==> config.mk <==
export PLATFORM = sky130hd
export DESIGN_NAME = k_repeat_max_subarray_sum
export DESIGN_NICKNAME = d
export VERILOG_FILES = /design/src/rtl/krmss_pkg.sv /design/src/rtl/k_repeat_max_subarray_sum.sv
export SDC_FILE = /design/constraint.sdc
export NUM_CORES = 2
export LEC_CHECK = 0
export BUFFER_PORTS_ARGS = -buffer_cell sky130_fd_sc_hd__buf_2
export CAP_MARGIN = 20
export CORE_MARGIN = 1
export CORE_UTILIZATION = 50
export DETAILED_ROUTE_END_ITERATION = 10
export PLACE_DENSITY = 0.69
export SYNTH_ARGS = -nofsm -noshare
export SYNTH_HDL_FRONTEND = slang
export SYNTH_SLANG_ARGS = --single-unit
==> constraint.sdc <==
create_clock -name clk -period 31.2 [get_ports clk]
set_clock_uncertainty 0.05 [all_clocks]
set_input_delay 7.8 -clock clk [delete_from_list [all_inputs] [get_ports clk]]
set_output_delay 7.8 -clock clk [all_outputs]
set_load 0.01 [all_outputs]
==> src/rtl/krmss_pkg.sv <==
// krmss_pkg: widths, modulus constants and the saturating add helper
// for the k-repeat max subarray sum block. no dependencies.
package krmss_pkg;

  localparam int ELEM_W = 16;   // element width, two's complement
  localparam int K_W    = 17;   // repeat count width
  localparam int OUT_W  = 30;   // result width
  localparam int SUM_W  = 33;   // running state width
  localparam int BASE_W = 34;   // max(best, wrap), never negative
  localparam int PROD_W = 49;   // (k-2) * total
  localparam int X_W    = 50;   // base + product
  localparam int XH_W   = 21;   // x >> 29
  localparam int REM_W  = 31;   // remainder before final correction

  localparam logic [OUT_W-1:0] MOD_P = 30'd1000000007;

  // floor(2^61 / p), used to estimate the quotient from x[49:29]
  localparam logic [63:0] RECIP_FULL = 64'h2000_0000_0000_0000 / 64'd1000000007;
  localparam logic [31:0] RECIP      = RECIP_FULL[31:0];

  localparam logic signed [SUM_W-1:0] SUM_MAX = {1'b0, {(SUM_W-1){1'b1}}};
  localparam logic signed [SUM_W-1:0] SUM_MIN = {1'b1, {(SUM_W-1){1'b0}}};

  // clamp a one-bit-wider sum into the state range
  function automatic logic signed [SUM_W-1:0] sat_sum(input logic signed [SUM_W:0] v);
    logic signed [SUM_W-1:0] res;
    if (v[SUM_W] != v[SUM_W-1]) begin
      res = v[SUM_W] ? SUM_MIN : SUM_MAX;
    end else begin
      res = v[SUM_W-1:0];
    end
    return res;
  endfunction

endpackage

==> src/rtl/k_repeat_max_subarray_sum.sv <==
// k_repeat_max_subarray_sum: streaming max subarray sum of a k-fold repeated
// array, reduced mod 1000000007. depends on krmss_pkg.
//
//   port group   direction  handshake            payload
//   in_*         input      in_valid/in_ready    in_element (16 s), in_last
//   out_*        output     out_valid/out_ready  out_max_sum_mod (30 u)
//   cfg_*        input      cfg_valid/cfg_ready  cfg_repeat_count (17 u)
//
// one element is taken every cycle while in_ready is high; the prefix and
// kadane state update in the cycle of the beat. a last beat launches a
// six-stage tail (capture, combine, add, quotient estimate, quotient times p,
// subtract and correct). in_ready drops only when all six tail stages hold
// results and out_ready is low. rst_n is synchronous: it clears the state,
// sets the repeat count to 1 and empties the tail; cfg_ready is always high.
module k_repeat_max_subarray_sum (
  input  logic                            clk,
  input  logic                            rst_n,
  input  logic                            in_valid,
  output logic                            in_ready,
  input  logic signed [krmss_pkg::ELEM_W-1:0] in_element,
  input  logic                            in_last,
  output logic                            out_valid,
  input  logic                            out_ready,
  output logic [krmss_pkg::OUT_W-1:0]     out_max_sum_mod,
  input  logic                            cfg_valid,
  output logic                            cfg_ready,
  input  logic [krmss_pkg::K_W-1:0]       cfg_repeat_count
);
  import krmss_pkg::*;

  localparam int NSTG = 6;

  // running state
  logic signed [SUM_W-1:0] total_r, max_r, min_r, cur_r, best_r;
  logic signed [SUM_W-1:0] total_nxt, max_nxt, min_nxt, cur_nxt, best_nxt;
  logic signed [SUM_W-1:0] total_v, max_v, min_v, cur_v, best_v, cur_sat;
  logic [K_W-1:0]          k_r;

  logic signed [SUM_W:0]   e_ext;
  logic                    accept, launch;

  // tail pipeline
  logic [NSTG-1:0]         vld_r, vld_nxt, free;

  logic signed [SUM_W-1:0] s1_total_r, s1_max_r, s1_min_r, s1_best_r;
  logic [K_W-1:0]          s1_k_r;
  logic [BASE_W-1:0]       s2_base_r;
  logic [PROD_W-1:0]       s2_prod_r;
  logic [X_W-1:0]          s3_x_r;
  logic [XH_W-1:0]         s4_q_r;
  logic [REM_W-1:0]        s4_xl_r;
  logic [REM_W-1:0]        s5_qp_r;
  logic [REM_W-1:0]        s5_xl_r;
  logic [OUT_W-1:0]        out_r;

  logic signed [BASE_W:0]  wrap;
  logic signed [BASE_W:0]  best_ext;
  logic [BASE_W-1:0]       base_v;
  logic [K_W-1:0]          factor;
  logic [31:0]             tot_pos;
  logic [XH_W+32-1:0]      q_full;
  logic [XH_W+OUT_W-1:0]   qp_full;
  logic [REM_W-1:0]        rem, rem_sub;

  // per-beat state update
  always_comb begin
    e_ext   = {{(SUM_W+1-ELEM_W){in_element[ELEM_W-1]}}, in_element};
    total_v = sat_sum({total_r[SUM_W-1], total_r} + e_ext);
    max_v   = (total_v > max_r) ? total_v : max_r;
    min_v   = (total_v < min_r) ? total_v : min_r;
    cur_sat = sat_sum({cur_r[SUM_W-1], cur_r} + e_ext);
    cur_v   = cur_sat[SUM_W-1] ? '0 : cur_sat;
    best_v  = (cur_v > best_r) ? cur_v : best_r;

    total_nxt = total_r;
    max_nxt   = max_r;
    min_nxt   = min_r;
    cur_nxt   = cur_r;
    best_nxt  = best_r;
    if (accept) begin
      if (in_last) begin
        total_nxt = '0;
        max_nxt   = '0;
        min_nxt   = '0;
        cur_nxt   = '0;
        best_nxt  = '0;
      end else begin
        total_nxt = total_v;
        max_nxt   = max_v;
        min_nxt   = min_v;
        cur_nxt   = cur_v;
        best_nxt  = best_v;
      end
    end
  end

  // a stage may load when it is empty or its content moves on
  always_comb begin
    free[NSTG-1] = !vld_r[NSTG-1] || out_ready;
    for (int i = NSTG-2; i >= 0; i--) begin
      free[i] = !vld_r[i] || free[i+1];
    end
    vld_nxt[0] = free[0] ? launch : vld_r[0];
    for (int i = 1; i < NSTG; i++) begin
      vld_nxt[i] = free[i] ? vld_r[i-1] : vld_r[i];
    end
  end

  assign in_ready  = free[0];
  assign accept    = in_valid && in_ready;
  assign launch    = accept && in_last;
  assign cfg_ready = 1'b1;

  // stage 2: wrap-around candidate and the multiplier for the middle copies
  always_comb begin
    wrap     = ({{(BASE_W+1-SUM_W){s1_total_r[SUM_W-1]}}, s1_total_r}
              - {{(BASE_W+1-SUM_W){s1_min_r[SUM_W-1]}}, s1_min_r})
              + {{(BASE_W+1-SUM_W){s1_max_r[SUM_W-1]}}, s1_max_r};
    best_ext = {{(BASE_W+1-SUM_W){s1_best_r[SUM_W-1]}}, s1_best_r};
    if (s1_k_r >= K_W'(2) && wrap > best_ext) begin
      base_v = wrap[BASE_W-1:0];
    end else begin
      base_v = best_ext[BASE_W-1:0];
    end
    // total > 0 means it fits 32 unsigned bits
    if (s1_k_r >= K_W'(2) && s1_total_r > 0) begin
      factor = s1_k_r - K_W'(2);
    end else begin
      factor = '0;
    end
    tot_pos = s1_total_r[31:0];
  end

  // stages 4-6: quotient estimate is at most one short, so one correction
  assign q_full  = s3_x_r[X_W-1:X_W-XH_W] * RECIP;
  assign qp_full = s4_q_r * MOD_P;
  assign rem     = s5_xl_r - s5_qp_r;
  assign rem_sub = rem - {1'b0, MOD_P};

  always_ff @(posedge clk) begin
    if (!rst_n) begin
      total_r <= '0;
      max_r   <= '0;
      min_r   <= '0;
      cur_r   <= '0;
      best_r  <= '0;
      k_r     <= K_W'(1);
      vld_r   <= '0;
    end else begin
      total_r <= total_nxt;
      max_r   <= max_nxt;
      min_r   <= min_nxt;
      cur_r   <= cur_nxt;
      best_r  <= best_nxt;
      vld_r   <= vld_nxt;
      if (cfg_valid && cfg_ready) begin
        k_r <= cfg_repeat_count;
      end
    end
  end

  always_ff @(posedge clk) begin
    if (free[0]) begin
      s1_total_r <= total_v;
      s1_max_r   <= max_v;
      s1_min_r   <= min_v;
      s1_best_r  <= best_v;
      s1_k_r     <= k_r;
    end
    if (free[1]) begin
      s2_base_r <= base_v;
      s2_prod_r <= factor * tot_pos;
    end
    if (free[2]) begin
      s3_x_r <= X_W'(s2_base_r) + X_W'(s2_prod_r);
    end
    if (free[3]) begin
      s4_q_r  <= q_full[XH_W+32-1:32];
      s4_xl_r <= s3_x_r[REM_W-1:0];
    end
    if (free[4]) begin
      s5_qp_r <= qp_full[REM_W-1:0];
      s5_xl_r <= s4_xl_r;
    end
    if (free[5]) begin
      out_r <= (rem >= {1'b0, MOD_P}) ? rem_sub[OUT_W-1:0] : rem[OUT_W-1:0];
    end
  end

  assign out_valid       = vld_r[NSTG-1];
  assign out_max_sum_mod = out_r;

endmodule

# [Yosys cells after proc, flatten, opt, wreduce, memory -nomap -nowiden]
# Cells that the tools add are included.
[totals] regBits=613 latchBits=0 mem_bits_rw=0 romBits=0 inputBits=39 output_inout_bits=33 n_memories=0
[classes] add_sub_neg=8 multipliers=3 div_mod_pow=0 order_cmp=7 eq_ne=2 shifts=0 muxes=16 bitwise_logic=0 n_reduce_logical=16
[op_table] operator="$mux 33" n=11
[op_table] operator="$add 33x16->34" n=2
[op_table] operator="$gt 33x33->1" n=2
[op_table] operator="$mux 32" n=2
[op_table] operator="$mul 21x32->53 const B" n=1
[op_table] operator="$add 34x49->50" n=1
[op_table] operator="$mul 17x32->49" n=1
[op_table] operator="$add 34x33->35" n=1
[op_table] operator="$gt 35x33->1" n=1
[op_table] operator="$mux 34" n=1
[op_table] operator="$sub 33x33->34" n=1
[op_table] operator="$gt 33x1->1 const B" n=1
[op_table] operator="$lt 33x33->1" n=1
[op_table] operator="$ge 31x30->1 const B" n=1
[op_table] operator="$mul 21x30->31 const B" n=1
[op_table] operator="$sub 31x31->31" n=1
[op_table] operator="$mux 30" n=1
[op_table] operator="$sub 30x30->30 const B" n=1
[op_table] operator="$ge 17x2->1 const B" n=1
[op_table] operator="$mux 17" n=1
[op_table] operator="$sub 17x2->17 const B" n=1
[op_table] operator="$logic_not 1->1" n=6
[op_table] operator="$logic_or 1x1->1" n=6
[op_table] operator="$logic_and 1x1->1" n=4
[op_table] operator="$ne 1x1->1" n=2

# [Logic depth before layout (Yosys ltp)]
[logic_depth] word_depth=9 depth_mapped=36 mapped_depth_nobuf=32

# [Least setup slack after synthesis]
# OpenSTA, ideal clock, no wires.
[synth_path] path_type="in2out" start="in out_ready" end="out in_ready" arrival_time_ps=13116 slack_ps=10234 stages=5 cell_sequence="nor2b_1 > and2_1 > nand2_1 > nor2_1 > nand3_1"
[synth_between] elab_chain_len=6
[synth_rtl] item="from (decl)" line="k_repeat_max_subarray_sum.sv:23" rtl="input logic out_ready,"
[synth_rtl] item="$logic_or 1x1->1" line="k_repeat_max_subarray_sum.sv:99" rtl="free[NSTG-1] = !vld_r[NSTG-1] || out_ready;"
[synth_rtl] item="$logic_or 1x1->1 (2 in a row)" line="k_repeat_max_subarray_sum.sv:101" rtl="free[i] = !vld_r[i] || free[i+1];"
[synth_rtl] item="named net free[3]" line="k_repeat_max_subarray_sum.sv:43" rtl="logic [NSTG-1:0] vld_r, vld_nxt, free;"
[synth_rtl] item="$logic_or 1x1->1 (3 in a row)" line="k_repeat_max_subarray_sum.sv:101"
[synth_rtl] item="to (decl)" line="k_repeat_max_subarray_sum.sv:19" rtl="output logic in_ready,"
# The timed path passes the listed nets, and every way through them passes these cells.

# [Worst setup path in the final report]
# Ends and elaborated chain as after synthesis.

==> summary.md <==
| Metric | Value |
|---|---|
| Multi-input gate area | `45600 µm²` |
| H-tree depth | `3` |
| Sequential area share after synthesis | `24.3%` |
| Yosys cell types | `104` |
| Filler Cell Count | `12000` |
| Post-DR vias/cell | `5.65` |
| Fin crit share | `56.5%` |
| Port bufs | `70` |
| Post-CTS Resized | `0` |
| CTS tree | `built` |
| Setup crit start kind | `input port` |
| Layout cells sized above 1 | `5.50%` |
| Yosys top cell by area | `fa_1` |
| Largest net degree at the start of global routing | `133` |
| Async SR Flop Fraction | `0%` |
| Crit path DAT | `9.77 ns` |
| Die Span X | `371 µm` |
| Layout Nets | `8756` |
| Placer Congestion | `0.946` |
| Min-delay worst type | `flip-flop to flip-flop` |
| Top cells by area, synth | `fa_1 24%, edfxtp_1 19%, ha_1 15%, inv_1 7.7%, dfxtp_1 5.5%` |
| Commonest non-fill, non-tap cell in the layout | `inv_1` |
| Post-Syn Nets | `8768` |
| Vias in the first global route | `51200` |
| Root buf cell | `clkbuf_16` |
| Hpwl dp | `145 mm` |
| TNS Setup | `0 ns` |
| Initial core utilization | `50.4%` |
| IO Pins | `72` |
| TritonCTS buffer count | `69` |
| DRT Wirelength | `181 mm` |
| DRT antenna net count | `0` |
| Post-synth EDFFs | `426` |
| Die area | `138000 µm²` |
| Worst Path Max Fanout | `23` |
| Design Area, Final | `72900 µm²` |
| DR iter-0 viols | `3639` |
| Min cycle time layout | `17.62 ns` |
| Slew margin rel. | `24.7%` |
| Main synth FF type | `edfxtp_1` |
| RSZ-0062 raised after global routing | `false` |
| # hold bufs at CTS | `0` |
| Vias | `50500` |
| Post-synth top area share | `23.5%` |
| Die height | `371 µm` |
| CP required | `23.35 ns` |
| Clock slew at reported path FFs | `0.06 ns` |
| Clock tree buffer depth | `3` |
| First-pass GRT wire length | `284 mm` |
| Pre-Repair DR Iteration Count | `5` |
| Status | `finished, final reports clean` |
| Layout area overhead | `7.00%` |
| Setup violations, final | `0` |
| Highest-count cells in the layout ignoring fill and taps | `1387 x inv_1, 829 x ha_1, 801 x fa_1` |
| Synth Instances | `7099` |
| Cell Area, Synth | `68200 µm²` |
| Setup CP Type | `input port to primary output` |
| Crit. End Element | `primary output` |
| Synth Register Bits | `613` |
| Avg Cell Area, Syn | `9.60 µm²` |
| Core Area | `135000 µm²` |
| Final hold viol count | `0` |
| Routed wire per std cell | `20.2 µm` |
| DRC violations left | `0` |
| Fmax | `56.8 MHz` |
| GRT Total Usage | `26.6%` |
| Clock Sinks | `613` |
| Slew Viols, Final | `0` |
| Post-placement cell area | `70500 µm²` |
| Synth warnings | `0` |
| Storage cell area | `16500 µm²` |
| Post-CTS Setup Bufs | `0` |
| Worst slew pin tran | `1.13 ns` |
| Initial antenna violation count | `3` |
| Skew-Pair Late Insertion Delay | `0.68 ns` |
| Gr ovfl total | `0` |
| Worst hold slack | `0.365 ns` |
| MaxCap Viol Count | `0` |
| Num rows | `135` |
-- flip-flops by register name (all words and copies together) (netlist names), 33 cells and up --
signal and flops:
max_r 33, s2_prod_r 49, s1_min_r 33, s1_max_r 33
s2_base_r 34, s1_best_r 33, total_r 33, s3_x_r 50
s1_total_r 33, min_r 33, best_r 33
-- per-stage QoR --
| step | worst slack [ns] | util, % | instances |
|---|---|---|---|
| floorplan | 10.23 | - | 7099 |
| global placement | 13.62 | 52.1 | 8793 |
| detailed placement | 13.57 | 52.1 | 8794 |
| CTS | 13.56 | 53.8 | 8919 |
| global route | 13.45 | 53.9 | 8923 |
| finish | 13.58 | 53.9 | 8924 |
-- cell families after synthesis --
logic type | Yosys count | synth area share, %
simple gates | 1660 | 11.2
buf+inv | 1618 | 9.03
compound gates | 1207 | 11.7
fa+ha+maj | 1630 | 38.7
mux | 102 | 1.63
other cells | 2 | 0.0110
flops | 613 | 24.3
xor+xnor | 267 | 3.44
-- final cells by class --
class                           instances  share of cell area (%)
Multi-Input combinational cell       4868                    62.6
Sequential cell                       613                    22.7
Inverter                             1400                    7.21
Tap cell                             1781                    3.06
Clock buffer                           92                    2.57
Timing Repair Buffer                  135                    1.24
Clock inverter                         33                   0.649
Antenna cell                            2                 0.00686
-- synth_stat cells, types with 45 or more instances --
library cell / number
xor2_1: 72
o21ai_1: 51
a21oi_1: 335
nand2_1: 615
edfxtp_1: 426
ha_1: 829
nor2_1: 372
o21a_1: 66
mux2_2: 71
clkbuf_1: 171
o21ai_0: 195
nor3_1: 242
fa_1: 801
nand2b_1: 45
nand4_1: 55
a21o_1: 145
inv_1: 1390
and2_1: 57
nand3_1: 88
xnor2_1: 194
dfxtp_1: 187
-- path summary, 6_finish.rpt --
check / cells past startpoint / from / slack [ns] / endpoint
worst max-delay path: 8 / out_ready / 13.58 / in_ready
worst min-delay path: 0 / s3_x_r[2] / 0.37 / s4_xl_r[2]
worst max register to register: 31 / s1_k_r[3] / 19.16 / s2_prod_r[43]
worst min register to register: 0 / s3_x_r[2] / 0.37 / s4_xl_r[2]
-- metal layers --
| metal | track usage (%) | wire length [µm] | vias up |
|---|---|---|---|
| met5 | 0 | 26 | - |
| met4 | 9.35 | 6640 | 4 |
| li1 | - | - | 23600 |
| met1 | 35.5 | 76700 | 24800 |
| met3 | 4.85 | 13600 | 348 |
| met2 | 43.4 | 83600 | 1789 |
-- critical path, stage by stage --
cell	delay [ns]
buf_2	0.10
nor2b_1	0.23
and2_1	0.24
nand2_2	0.26
nor2_1	0.17
buf_4	0.22
nand3_4	0.39
buf_2	0.31
Power is not shown: default switching activity piles up to over one toggle a cycle in this logic, so the estimate is an artifact.
